### config.mk
export PLATFORM = sky130hd
export DESIGN_NAME = iiel_cell
export DESIGN_NICKNAME = d
export VERILOG_FILES = /design/src/iiel_pkg.sv /design/src/iiel_cell.sv
export SDC_FILE = /design/constraint.sdc
export NUM_CORES = 1
export LEC_CHECK = 0
export ABC_CLOCK_PERIOD_IN_PS = 2050
export BUFFER_PORTS_ARGS = -buffer_cell sky130_fd_sc_hd__buf_2
export CORE_MARGIN = 2
export CORE_UTILIZATION = 33
export DETAILED_ROUTE_END_ITERATION = 12
export GPL_TIMING_DRIVEN = 0
export PLACE_DENSITY = 0.77
export SETUP_SLACK_MARGIN = 0.1
export SLEW_MARGIN = 20
export SYNTH_ARGS = -nofsm -noshare
export SYNTH_HDL_FRONTEND = slang
export SYNTH_SLANG_ARGS = --single-unit
### constraint.sdc
create_clock -name i_clk -period 2.05 [get_ports i_clk]
set_input_delay 0.1025 -clock i_clk [delete_from_list [all_inputs] [get_ports i_clk]]
set_output_delay 0.1025 -clock i_clk [all_outputs]
set_load 0.01 [all_outputs]
### src/iiel_pkg.sv
`timescale 1ns / 1ps
// ----------------------------------------------------------------------------
// Indexed insert/erase list package
// Command codes, field widths and the shift control bundle that the top level
// hands to every storage cell.
// ----------------------------------------------------------------------------
package iiel_pkg;

    localparam int CMD_W   = 2;
    localparam int POS_W   = 8;
    localparam int DATA_W  = 32;
    localparam int COUNT_W = 7;

    localparam logic [CMD_W-1:0] CMD_INSERT = 2'd0;
    localparam logic [CMD_W-1:0] CMD_ERASE  = 2'd1;
    localparam logic [CMD_W-1:0] CMD_READ   = 2'd2;

    // Broadcast to all cells in the cycle a command is accepted.
    typedef struct packed {
        logic              ins;
        logic              ers;
        logic [POS_W-1:0]  pos;
        logic [DATA_W-1:0] value;
    } t_shift_ctl;

endpackage

### src/iiel_cell.sv
`timescale 1ns / 1ps
// ----------------------------------------------------------------------------
// List storage cell
// Holds one entry. On insert, cells past the index take the left neighbor's
// word (the cell at it takes the new word); on erase cells from it shift left.
// ----------------------------------------------------------------------------
module iiel_cell #(
    parameter int IDX = 0
) (
    input  logic                             i_clk,
    input  iiel_pkg::t_shift_ctl             i_ctl,
    input  logic signed [iiel_pkg::DATA_W-1:0] i_left,
    input  logic signed [iiel_pkg::DATA_W-1:0] i_right,
    output logic signed [iiel_pkg::DATA_W-1:0] o_data,
    output logic signed [iiel_pkg::DATA_W-1:0] o_rd
);

    localparam int IW = $clog2(IDX + 2);
    localparam int CW = (iiel_pkg::POS_W > IW) ? iiel_pkg::POS_W : IW;
    localparam logic [CW-1:0] IDX_V = CW'(IDX);

    logic [CW-1:0]                       w_pos;
    logic                                w_gt;
    logic                                w_eq;
    logic signed [iiel_pkg::DATA_W-1:0]  r_data;
    logic signed [iiel_pkg::DATA_W-1:0]  n_data;

    assign w_pos = CW'(i_ctl.pos);
    assign w_gt  = IDX_V > w_pos;
    assign w_eq  = IDX_V == w_pos;

    always_comb begin
        n_data = r_data;
        if (i_ctl.ins && w_gt) begin
            n_data = i_left;
        end else if (i_ctl.ins && w_eq) begin
            n_data = i_ctl.value;
        end else if (i_ctl.ers && (w_gt || w_eq)) begin
            n_data = i_right;
        end
    end

    always_ff @(posedge i_clk) begin
        r_data <= n_data;
    end

    assign o_data = r_data;
    assign o_rd   = w_eq ? r_data : '0;

endmodule

After elaboration in Yosys (flattened, before gate mapping)
Cells that the tools add are included.
W data, S select, Z words.
Operators by class
  add/sub/neg operators: 0
  multipliers: 0
  div/mod/pow operators: 0
  $lt $le $gt $ge: 1
  equality and inequality tests: 0
  shifts and indexed selects: 0
  mux-type cells: 4
  bitwise gates (word level): 0
  reduce and logical (&&, ||, !) cells: 6
Operator list (count)
  $mux W32: 4
  $gt A1 B8 Y1 const A: 1
  $logic_not A8 Y1: 1
  $logic_and A1 B1 Y1: 3
  $reduce_bool A3 Y1: 1
  $logic_or A1 B1 Y1: 1
Storage, ports and cells
  register bits: 32
  latch bits: 0
  RAM bits: 0
  bits in read-only memories: 0
  input bits: 107
  output and inout port bits: 64
  logic and storage cells: 12
  memories: 0

Longest topological paths before layout
Gate-level depths: netlist of the first run.
  depth in word-level cells: 6
  depth in mapped cells: 4
  gate-level depth less buffers: 3

Worst setup path before layout of the first run
OpenSTA, ideal clock, no wires.
  kind: input to register
  start: input port i_ctl[37] in the netlist's numbering
  end: register r_data, in the netlist o_data[0] (enable)
  arrival time: 1656 ps
  required time: 1663 ps
  slack: 7 ps
  stages on the path: 3
  cells stage by stage: nor4_2 > clkbuf_1 > o211a_1
On the way
  word-level cells in the longest chain between the ends: 4
  elaborated cells on any way between the ends: 7
  those cells by class: 1 x order compare; 6 x reduce/logical
Ends and longest elaborated chain
  start, declared: RTL line iiel_cell.sv:11  | input iiel_pkg::t_shift_ctl i_ctl,
  $gt A1 B8 Y1 / $logic_not A8 Y1 (equally long branches): RTL line iiel_cell.sv:29, iiel_cell.sv:30
  $logic_or A1 B1 Y1: RTL line iiel_cell.sv:38  | end else if (i_ctl.ers && (w_gt || w_eq)) begin
  $logic_and A1 B1 Y1: RTL line iiel_cell.sv:38
  $reduce_bool A3 Y1 (no line) *
  end signal, assigned: RTL line iiel_cell.sv:44  | r_data <= n_data;
  end, declared: RTL line iiel_cell.sv:25  | logic signed [iiel_pkg::DATA_W-1:0] r_data;
Every way passes the cells marked *; elsewhere a longest branch is shown, timed or not.
A chain may end at the register's enable or synchronous reset.

Final worst setup path of the first run
  start: input port i_ctl[33] in the netlist's numbering
  end: register r_data, in the netlist o_data[20] (enable)
Same word-level chain as after synthesis.

==> flow_summary.ini, run 1 <==
[status]
outcome = finished, final reports clean

[sta]
totalNegativeSetupSlack_ps = 0
finalHoldViolCount = 0
slew_headroom_pct = 64.4
grt_setup_unrepaired = no
finalHoldWorstSlack_ps = 127
setup-violations-final = 0
clock.fmax_mhz = 599
drv_slew = 0
final_min_period_over_clock_period_pct = 81.4
finalCriticalPeriod_ps = 1670
timing_worst_slew_pin_value_ps = 529

[power_and_ir_drop]
power_density_nw_per_um2 = 498
power_report.internal_total_mw = 1.05
sequentialPowerShare_pct = 55.3
vdd_ir_drop_max_mv = 0.253
switching_power_mw = 0.259
power.clock.fraction_pct = 33.6
power.share.switching_pct = 19.8
totalPowerFinal_mw = 1.31
comb_power_share_pct = 11.1
leakage_nw = 1.45

[global_route]
pin_count_of_the_biggest_net_entering_global_routing = 33
grt_pass1_vias = 1492
gr-usage-all-layers_pct = 15.1
gr-total-overflow = 0
grt_first_pass_wirelength_mm = 6.96
antenna_found_initial = 0

[detailed_routing]
postRouteWirelength_mm = 4.60
num_vias = 1486
post_drt_wl_per_cell_um = 14.2
dr_drc_count = 0
ant_nets = 0
drt_first_pass_iters = 4
detailedRoute.firstIterationViolations = 51
via_per_inst = 4.59

[critical_path]
slowest_stage = sky130_fd_sc_hd__nor4_4
max_stage_delay_ps = 530
timing.critical_path.required_ps = 1970
crit_fanout = 32
worstPathCellList = buf_2 > nor4_4 > clkbuf_1 > o211a_4
timing.critical_path.to_type = flop
timing.critical_path.from_type = primary input
setup.worst_path.class = primary input to flop
cp.arrival_ps = 1590

[yosys]
postSynthNetCount = 216
synth_compound_area_share_pct = 0.573
synthCells = 109
synth_xor_area_share_pct = 0
largest_family_of_logic_cells_by_synthesized_area = multiplexers
post_synth_instance_area_sq_um = 1750
synthesized_flop_and_latch_total = 32
yosys.area_share.simple_pct = 14.1
post_synth_mux_area_share_pct = 27.1
synth-seq-area-share_pct = 55.0
number_of_different_library_cells_in_the_post_synthesis_netlist = 10
fraction_of_the_mapped_netlist_area_in_adder_cells_pct = 0
avgSynthCellArea_sq_um = 16.0
ys.warnings.count = 0

[min_path]
hold_path_class = primary input to flop

[cells_and_area]
antenna-diode-count = 0
area_growth_syn_to_layout_pct = 50.4
postLayoutCellArea_sq_um = 2630
fillerInstances = 482
final_core_utilization_pct = 51.4
largest_register_ff_count = 32
layout-drive-gt1-share_pct = 73.2
num-nets-final = 361

[floorplanning]
die_h_um = 76.8
io_pins = 171
core_area_sq_um = 5110
die_area_sq_um = 5890
start_util_pct = 34.2
die_w_um = 76.8
std_cell_rows = 26

[clock_network]
clock_tree_from_tritoncts = built
cts_htree_levels = 2
clk_pin_slew_ps = 60
numClockSinks = 32
ctsRootBufferMaster = sky130_fd_sc_hd__clkbuf_8
numCtsBuffers = 5
ctsLongestPathBuffers = 2
cts_hold_buf = 0

[placed_design]
placedInstanceArea_sq_um = 2520
dp.final_hpwl_mm = 3.68
placer_congestion_estimate = 0.783
input_output_buffers = 138

[flow_run]
max_cap_viol_count = 0
[metrics by stage]
stage / setup WS [ps] / instances
floorplan: 182 / 109
global placement: -353 / 317
detailed placement: -394 / 317
CTS: 184 / 324
global route: 260 / 324
finish: 381 / 324
[critical path: cells and delay by family]
family	cells	cell delay (ps)
buffers and inverters	2	430
and+or+nand+nor	1	530
AOI/OAI and AO/OA	1	510
[area by class of cell]
type / count / area, sq um / area share, %
Sequential cell: 32 / 961 / 36.6
Multi-Input combinational cell: 68 / 754 / 28.7
Timing Repair Buffer: 138 / 691 / 26.3
Tap cell: 70 / 87.6 / 3.33
Clock buffer: 6 / 72.6 / 2.76
Buffer: 9 / 56.3 / 2.14
Clock inverter: 1 / 5.00 / 0.190
[per-layer routing]
layer | wire (um) | share of wire (%) | vias to the layer above | global-route usage (%)
met4 | 163 | 3.5 | 0 | 7.82
met3 | 282 | 6.1 | 14 | 3.76
met2 | 2400 | 52 | 76 | 27.8
met1 | 1750 | 38 | 685 | 15.7
met5 | 0 | 0 | - | 0
li1 | - | - | 711 | -
[cells in the final DEF (no fill, tap or decap), drive strengths merged]
cell and count:
and3 32, clkbuf 12, mux2 32, buf 141, edfxtp 32, nand3 1, nor4 2, o211a 1
clkinv 1
[synth_stat cells]
cell                       instances  area share [%]
sky130_fd_sc_hd__o211a_1           1            0.57
sky130_fd_sc_hd__mux2_2            2             1.3
sky130_fd_sc_hd__nor4_2            2             1.4
sky130_fd_sc_hd__and3_2            3             1.3
sky130_fd_sc_hd__edfxtp_1         32              55
sky130_fd_sc_hd__buf_6             3             1.9
sky130_fd_sc_hd__clkbuf_1          6             1.3
sky130_fd_sc_hd__nand3_4           1             1.0
sky130_fd_sc_hd__mux2_4           30              26
sky130_fd_sc_hd__and3_1           29              10
[power by group through the flow]
stage	sequential [mW]	combinational, mW	clock, mW
floorplan	0.737	0.0571	0
global placement	0.736	0.135	0
detailed placement	0.737	0.141	0
CTS	0.722	0.142	0.452
global route	0.722	0.158	0.491
finish	0.723	0.145	0.440
[path summary, 6_finish.rpt]
check,start,endpoint,slack [ps],cells past startpoint
setup / recovery,i_ctl[33],o_data[20],380,4
hold / removal,i_ctl[15],o_data[15],130,2
[cells by family (layout without fill, tap and decap cells)]
group	after synthesis	count (layout)
AO/OA/AOI/OAI	1	1
multiplexers	32	32
buffers and inverters	9	154
AND/OR/NAND/NOR	35	35
flip-flops	32	32
[what timing repair did]
action	CTS	global route
setup endpoints to repair	32	32
gates resized for setup	1	2
buffers inserted	0	0
Note: power is estimated with default switching activity, not from simulation.
==> run 2, diff against run 1 <==
- ABC_CLOCK_PERIOD_IN_PS: 2050 -> 1500
- clock period: 2.05 -> 1.5 ns (I/O delays scaled with it)
==> run 2 against run 1 <==
Against the previous run: worst setup slack worse by 140 ps; clock-buffer cell count shrank 1; via count is 0.27% higher; critical path depth rose by 1; clock power increased by 41%; worst hold slack got worse by 40 ps; critical endpoint is now o_data[24].
==> flow_summary.ini, run 2 (synthesized netlist as in run 1, its figures left out) <==
[status]
outcome = finished, final reports clean

[cells_and_area]
stdcell_count = 329
final_cell_mix = sky130_fd_sc_hd__buf_2 (138), sky130_fd_sc_hd__edfxtp_1 (32), sky130_fd_sc_hd__mux2_4 (30), sky130_fd_sc_hd__and3_1 (29), sky130_fd_sc_hd__clkbuf_2 (6)
num-nets-final = 365
largest_register_ff_count = 32
layout-drive-gt1-share_pct = 76.1
fillerInstances = 456
antenna-diode-count = 0
final_core_utilization_pct = 52.5
layout_commonest_cell = sky130_fd_sc_hd__buf_2
area_growth_syn_to_layout_pct = 53.4
multi_input_area_sq_um = 772
sequential_cell_area_sq_um = 961

[clock_network]
ctsRootBufferMaster = sky130_fd_sc_hd__clkbuf_8
cts_htree_levels = 2
cts_hold_buf = 0
ctsLongestPathBuffers = 2
numCtsBuffers = 5
clk_pin_slew_ps = 70
clock_tree_from_tritoncts = built
numClockSinks = 32

[min_path]
hold_path_class = primary input to flop
hold_path_startpoint = i_right[15]
hold_critical_path_endpoint = o_data[15]
cell_count_of_the_worst_hold_path = 2

[sta]
final_min_period_over_clock_period_pct = 84.1
clock.fmax_mhz = 792
timing_worst_slew_pin_value_ps = 243
setup-violations-final = 0
finalHoldViolCount = 0
finalCriticalPeriod_ps = 1260
worst_slack_ps = 238
drv_slew = 0
totalNegativeSetupSlack_ps = 0
grt_setup_unrepaired = no
slew_headroom_pct = 83.8

[power_and_ir_drop]
leakage_nw = 1.50
totalPowerFinal_mw = 1.81
power_density_nw_per_um2 = 676
vdd_ir_drop_max_mv = 0.399

[critical_path]
timing.critical_path.required_ps = 1460
worstPathCellList = buf_2 > nor4_4 > buf_4 > clkbuf_2 > o211a_4
cp.arrival_ps = 1220
crit_fanout = 16
timing.critical_path.to_type = flop
timing.critical_path.from_type = primary input
setup.worst_path.class = primary input to flop
max_stage_delay_ps = 350
slowest_stage = sky130_fd_sc_hd__o211a_4

[global_route]
grt_first_pass_wirelength_mm = 7.09
grt_util_met2_pct = 27.8
grt_use_met1_pct = 18.0
gr-usage-all-layers_pct = 15.7
gr-total-overflow = 0
pin_count_of_the_biggest_net_entering_global_routing = 17
grt-busiest-layer = met2
grt_pass1_vias = 1457
antenna_found_initial = 0
grt_util_met3_pct = 4.00

[placed_design]
place.detailed.instances = 317
pre_cts_slack_ps = -359
dp.final_hpwl_mm = 3.61
input_output_buffers = 138
placer_congestion_estimate = 0.778

[floorplanning]
die_area_sq_um = 5890
std_cell_rows = 26
io_pins = 171
die_w_um = 76.8
start_util_pct = 34.2
die_h_um = 76.8
core_area_sq_um = 5110

[detailed_routing]
via_per_inst = 4.53
drt_first_pass_iters = 4
postRouteWirelength_mm = 4.68
dr_drc_count = 0
detailedRoute.firstIterationViolations = 43
ant_nets = 0
post_drt_wl_per_cell_um = 14.2
num_vias = 1490

[flow_run]
max_cap_viol_count = 0
-- run 2: changes by cell type in the layout (fill, tap and decap cells not counted) --
cell,delta
sky130_fd_sc_hd__clkbuf_1,-7
sky130_fd_sc_hd__clkbuf_2,+6
sky130_fd_sc_hd__buf_4,+3
sky130_fd_sc_hd__clkinv_1,+1
sky130_fd_sc_hd__clkinv_2,+1
sky130_fd_sc_hd__o211a_4,+1
-- run 2: metal layers --
metal | up-vias | share of wire, %
li1 | 723 | -
met1 | 683 | 41
met2 | 77 | 51
met3 | 7 | 7.1
met4 | 0 | 1.3
met5 | - | 0
-- run 2: repair_timing --
action                                  4_1_cts  5_1_grt
pin swaps                                     2        1
endpoints found under the setup margin       52       72
setup buffers                                 2        1
resized for setup                             4        2
gates cloned                                  1        0
-- run 2: worst max-delay path by stage --
| stage | slack [ps] | start | endpoint | cells after the start |
|---|---|---|---|---|
| global route | 170 | i_ctl[38] | o_rd[18] | 6 |
| global placement | -320 | i_ctl[37] | o_data[17] | 4 |
| detailed placement | -360 | i_ctl[37] | o_data[21] | 4 |
| floorplan | 60 | i_ctl[37] | o_data[0] | 3 |
| finish | 240 | i_ctl[34] | o_data[24] | 5 |
| CTS | 100 | i_ctl[33] | o_rd[12] | 5 |
-- run 2: cell type report --
cell class	count	share of cell area [%]
Buffer	9	2.38
Clock buffer	5	2.57
Clock inverter	3	0.514
Multi-Input combinational cell	69	28.8
Sequential cell	32	35.9
Tap cell	70	3.27
Timing Repair Buffer	141	26.6
-- run 2: through the flow --
| step | area [sq um] | hold slack, ps |
|---|---|---|
| final | 2680 | 87.8 |
| after global routing | 2680 | 75.2 |
| after CTS | 2670 | 82.8 |
| after detailed placement | 2550 | 378 |
| after global placement | 2550 | 375 |
| after floorplan | 1770 | 292 |
-- run 2: power by group --
part           internal (mW)  switching, mW
Combinational          0.135         0.0680
Clock                  0.314          0.306
Sequential             0.986        0.00114
Total                   1.44          0.375
-- run 2: worst max-delay path, delay by kind of cell --
family	cells	cell delay, ps
and+or+nand+nor	1	250
AOI/OAI and AO/OA	1	350
buffers and inverters	3	550
==> run 3, diff against run 2 <==
- ABC_AREA: unset -> 1
- ABC_CLOCK_PERIOD_IN_PS: 1500 -> 1200
- CORE_UTILIZATION: 33 -> 36
- PLACE_DENSITY: 0.77 -> 0.8
- clock period: 1.5 -> 1.2 ns (I/O delays scaled with it)
==> run 3 against run 2 <==
Against the previous run: routed wire length rose by 12%; final cell count rose by 22%; worst setup slack got worse by 130 ps; clock power rose by 24%; synthesized cell count rose by 71%; first-iteration DRC count rose to 2.6 times the previous value; sequential cell count did not move; sequential power rose by 26%; cell area rose by 5.3%; clock-buffer cell count rose by 2; non-clock buffer count rose by 5; via count rose by 26%.
==> flow_summary.ini, run 3 <==
[sta]
finalCriticalPeriod_ps = 1090
drv_slew = 0
finalHoldViolCount = 0
final_min_period_over_clock_period_pct = 91.0
setup-violations-final = 0
grt_setup_unrepaired = yes
clock.fmax_mhz = 916
finalHoldWorstSlack_ps = 47.4
slew_headroom_pct = 68.9
timing_worst_slew_pin_value_ps = 467

[global_route]
grt_pass1_vias = 1615
grt-busiest-layer = met2
grt_util_met3_pct = 4.47
gr-total-overflow = 0
gr-usage-all-layers_pct = 18.4
grt_first_pass_wirelength_mm = 7.48
grt_use_met1_pct = 22.1
pin_count_of_the_biggest_net_entering_global_routing = 17
grt_util_met2_pct = 33.0
antenna_found_initial = 0

[yosys]
synth_most_common_cell = sky130_fd_sc_hd__nand2_1
synth-seq-area-share_pct = 54.5
postSynthNetCount = 293
post-synth-top-area-cell = sky130_fd_sc_hd__edfxtp_1
yosys.area_share.simple_pct = 40.1
synth_top_cells_by_area = sky130_fd_sc_hd__edfxtp_1 (55%), sky130_fd_sc_hd__nand2_1 (14%), sky130_fd_sc_hd__nor3b_1 (14%)
synth_compound_area_share_pct = 0
number_of_different_library_cells_in_the_post_synthesis_netlist = 12
fraction_of_registers_with_async_set_or_reset_after_synthesis_pct = 0
synthDominantCellAreaShare_pct = 54.5
synthesized_flop_and_latch_total = 32
synth_ff_type = sky130_fd_sc_hd__edfxtp_1
synth_enable_flop_cells = 32
synthCells = 186
fraction_of_the_mapped_netlist_area_in_adder_cells_pct = 0
netlist_top_cells_count = sky130_fd_sc_hd__nand2_1 (66), sky130_fd_sc_hd__edfxtp_1 (32), sky130_fd_sc_hd__nand3_1 (32), sky130_fd_sc_hd__nor3b_1 (32), sky130_fd_sc_hd__clkbuf_1 (9)
post_synth_instance_area_sq_um = 1760
synth_xor_area_share_pct = 0
avgSynthCellArea_sq_um = 9.48
largest_family_of_logic_cells_by_synthesized_area = simple AND/OR/NAND/NOR gates
post_synth_mux_area_share_pct = 0
ys.warnings.count = 0

[flow_run]
max_cap_viol_count = 0

[clock_network]
ctsRootBufferMaster = sky130_fd_sc_hd__clkbuf_8
clock_tree_from_tritoncts = built
cts_htree_levels = 2
clk_pin_slew_ps = 70
cts_hold_buf = 0
numCtsBuffers = 5
numClockSinks = 32
ctsLongestPathBuffers = 2

[cells_and_area]
antenna-diode-count = 0
num-nets-final = 442
layout_commonest_cell = sky130_fd_sc_hd__buf_2
fillerInstances = 424
layout-drive-gt1-share_pct = 53.6
postLayoutCellArea_sq_um = 2820
largest_register_ff_count = 32
area_growth_syn_to_layout_pct = 60.1
final_cell_mix = sky130_fd_sc_hd__buf_2 (140), sky130_fd_sc_hd__nand2_1 (64), sky130_fd_sc_hd__nand3_1 (32), sky130_fd_sc_hd__edfxtp_1 (32), sky130_fd_sc_hd__nor3b_1 (22)

[placed_design]
dp.final_hpwl_mm = 3.89
input_output_buffers = 137
placer_congestion_estimate = 0.781
placedInstanceArea_sq_um = 2590

[floorplanning]
die_w_um = 74.0
die_area_sq_um = 5470
die_h_um = 74.0
io_pins = 171
std_cell_rows = 25
start_util_pct = 37.3
core_area_sq_um = 4720

[detailed_routing]
postRouteWirelength_mm = 5.26
post_drt_wl_per_cell_um = 13.0
ant_nets = 0
via_per_inst = 4.65
detailedRoute.firstIterationViolations = 113
dr_drc_count = 0
drt_first_pass_iters = 4
num_vias = 1872

[status]
outcome = finished, final reports clean

[critical_path]
setup.worst_path.class = primary input to flop
timing.critical_path.required_ps = 1180
timing.critical_path.to_type = flop
crit_fanout = 10
timing.critical_path.from_type = primary input
cp.arrival_ps = 1080

[power_and_ir_drop]
leakage_nw = 1.41
power_density_nw_per_um2 = 802
totalPowerFinal_mw = 2.26
vdd_ir_drop_max_mv = 0.465

[min_path]
hold_path_class = primary input to flop
## run 3: cell types whose count changed in the layout (fill, tap and decap cells not counted), moves of 10 or more
cell / before / now
sky130_fd_sc_hd__nor3b_2: 0 / 10
sky130_fd_sc_hd__nand3_1: 0 / 32
sky130_fd_sc_hd__nand2_1: 0 / 64
sky130_fd_sc_hd__nor3b_1: 0 / 22
sky130_fd_sc_hd__mux2_4: 30 / 0
sky130_fd_sc_hd__and3_1: 29 / 0
## run 3: timing repair
item / in CTS / in global routing
setup endpoints to repair: 62 / 54
gates cloned: 2 / 1
gates resized for setup: 7 / 29
pin swaps: 2 / 0
setup buffers: 0 / 2
## run 3: final timing paths
check,from,end,slack [ps],cells past startpoint
max,i_ctl[32],o_data[25],110,7
min,i_right[10],o_data[10],50,3
## run 3: layout make-up
class                   instances  area, sq um  share of cell area [%]
clock buffers                   7         76.3                    2.70
repair buffers                139          701                    24.8
multi-input cells             141          881                    31.2
plain buffers                  16          116                    4.12
flip-flops and latches         32          961                    34.0
well taps                      67         83.8                    2.97
clock inverters                 1         3.75                   0.133
## run 3: kinds of logic after synthesis
group	Yosys count
buf+inv	16
flops	32
simple gates	138
## run 3: per-layer routing
layer / wire length, um / vias up
li1: - / 943
met1: 2180 / 846
met2: 2720 / 81
met3: 327 / 2
met4: 34 / 0
met5: 0 / -
## run 3: critical path, stage by stage
cell and delay, ps:
sky130_fd_sc_hd__buf_2 110, sky130_fd_sc_hd__nor2_4 120, sky130_fd_sc_hd__nand2_4 110, sky130_fd_sc_hd__nor2_8 190, sky130_fd_sc_hd__buf_6 160, sky130_fd_sc_hd__nand2_4 160, sky130_fd_sc_hd__nand2_8 160
## run 3: per-stage QoR
stage	worst slack [ps]	setup TNS, ps	util [%]	cells
global route	64.2	0	59.8	403
floorplan	67.1	0	-	186
finish	108	0	59.8	403
global placement	-231	-7980	54.8	390
detailed placement	-252	-9130	54.8	390
CTS	72.9	0	57.5	400
## run 3: power by group
part           internal (mW)  switching, mW  leakage (nW)  total (mW)
registers               1.23        0.00180         0.288        1.24
logic                  0.129          0.128          1.08       0.256
clock network          0.403          0.368        0.0399       0.771
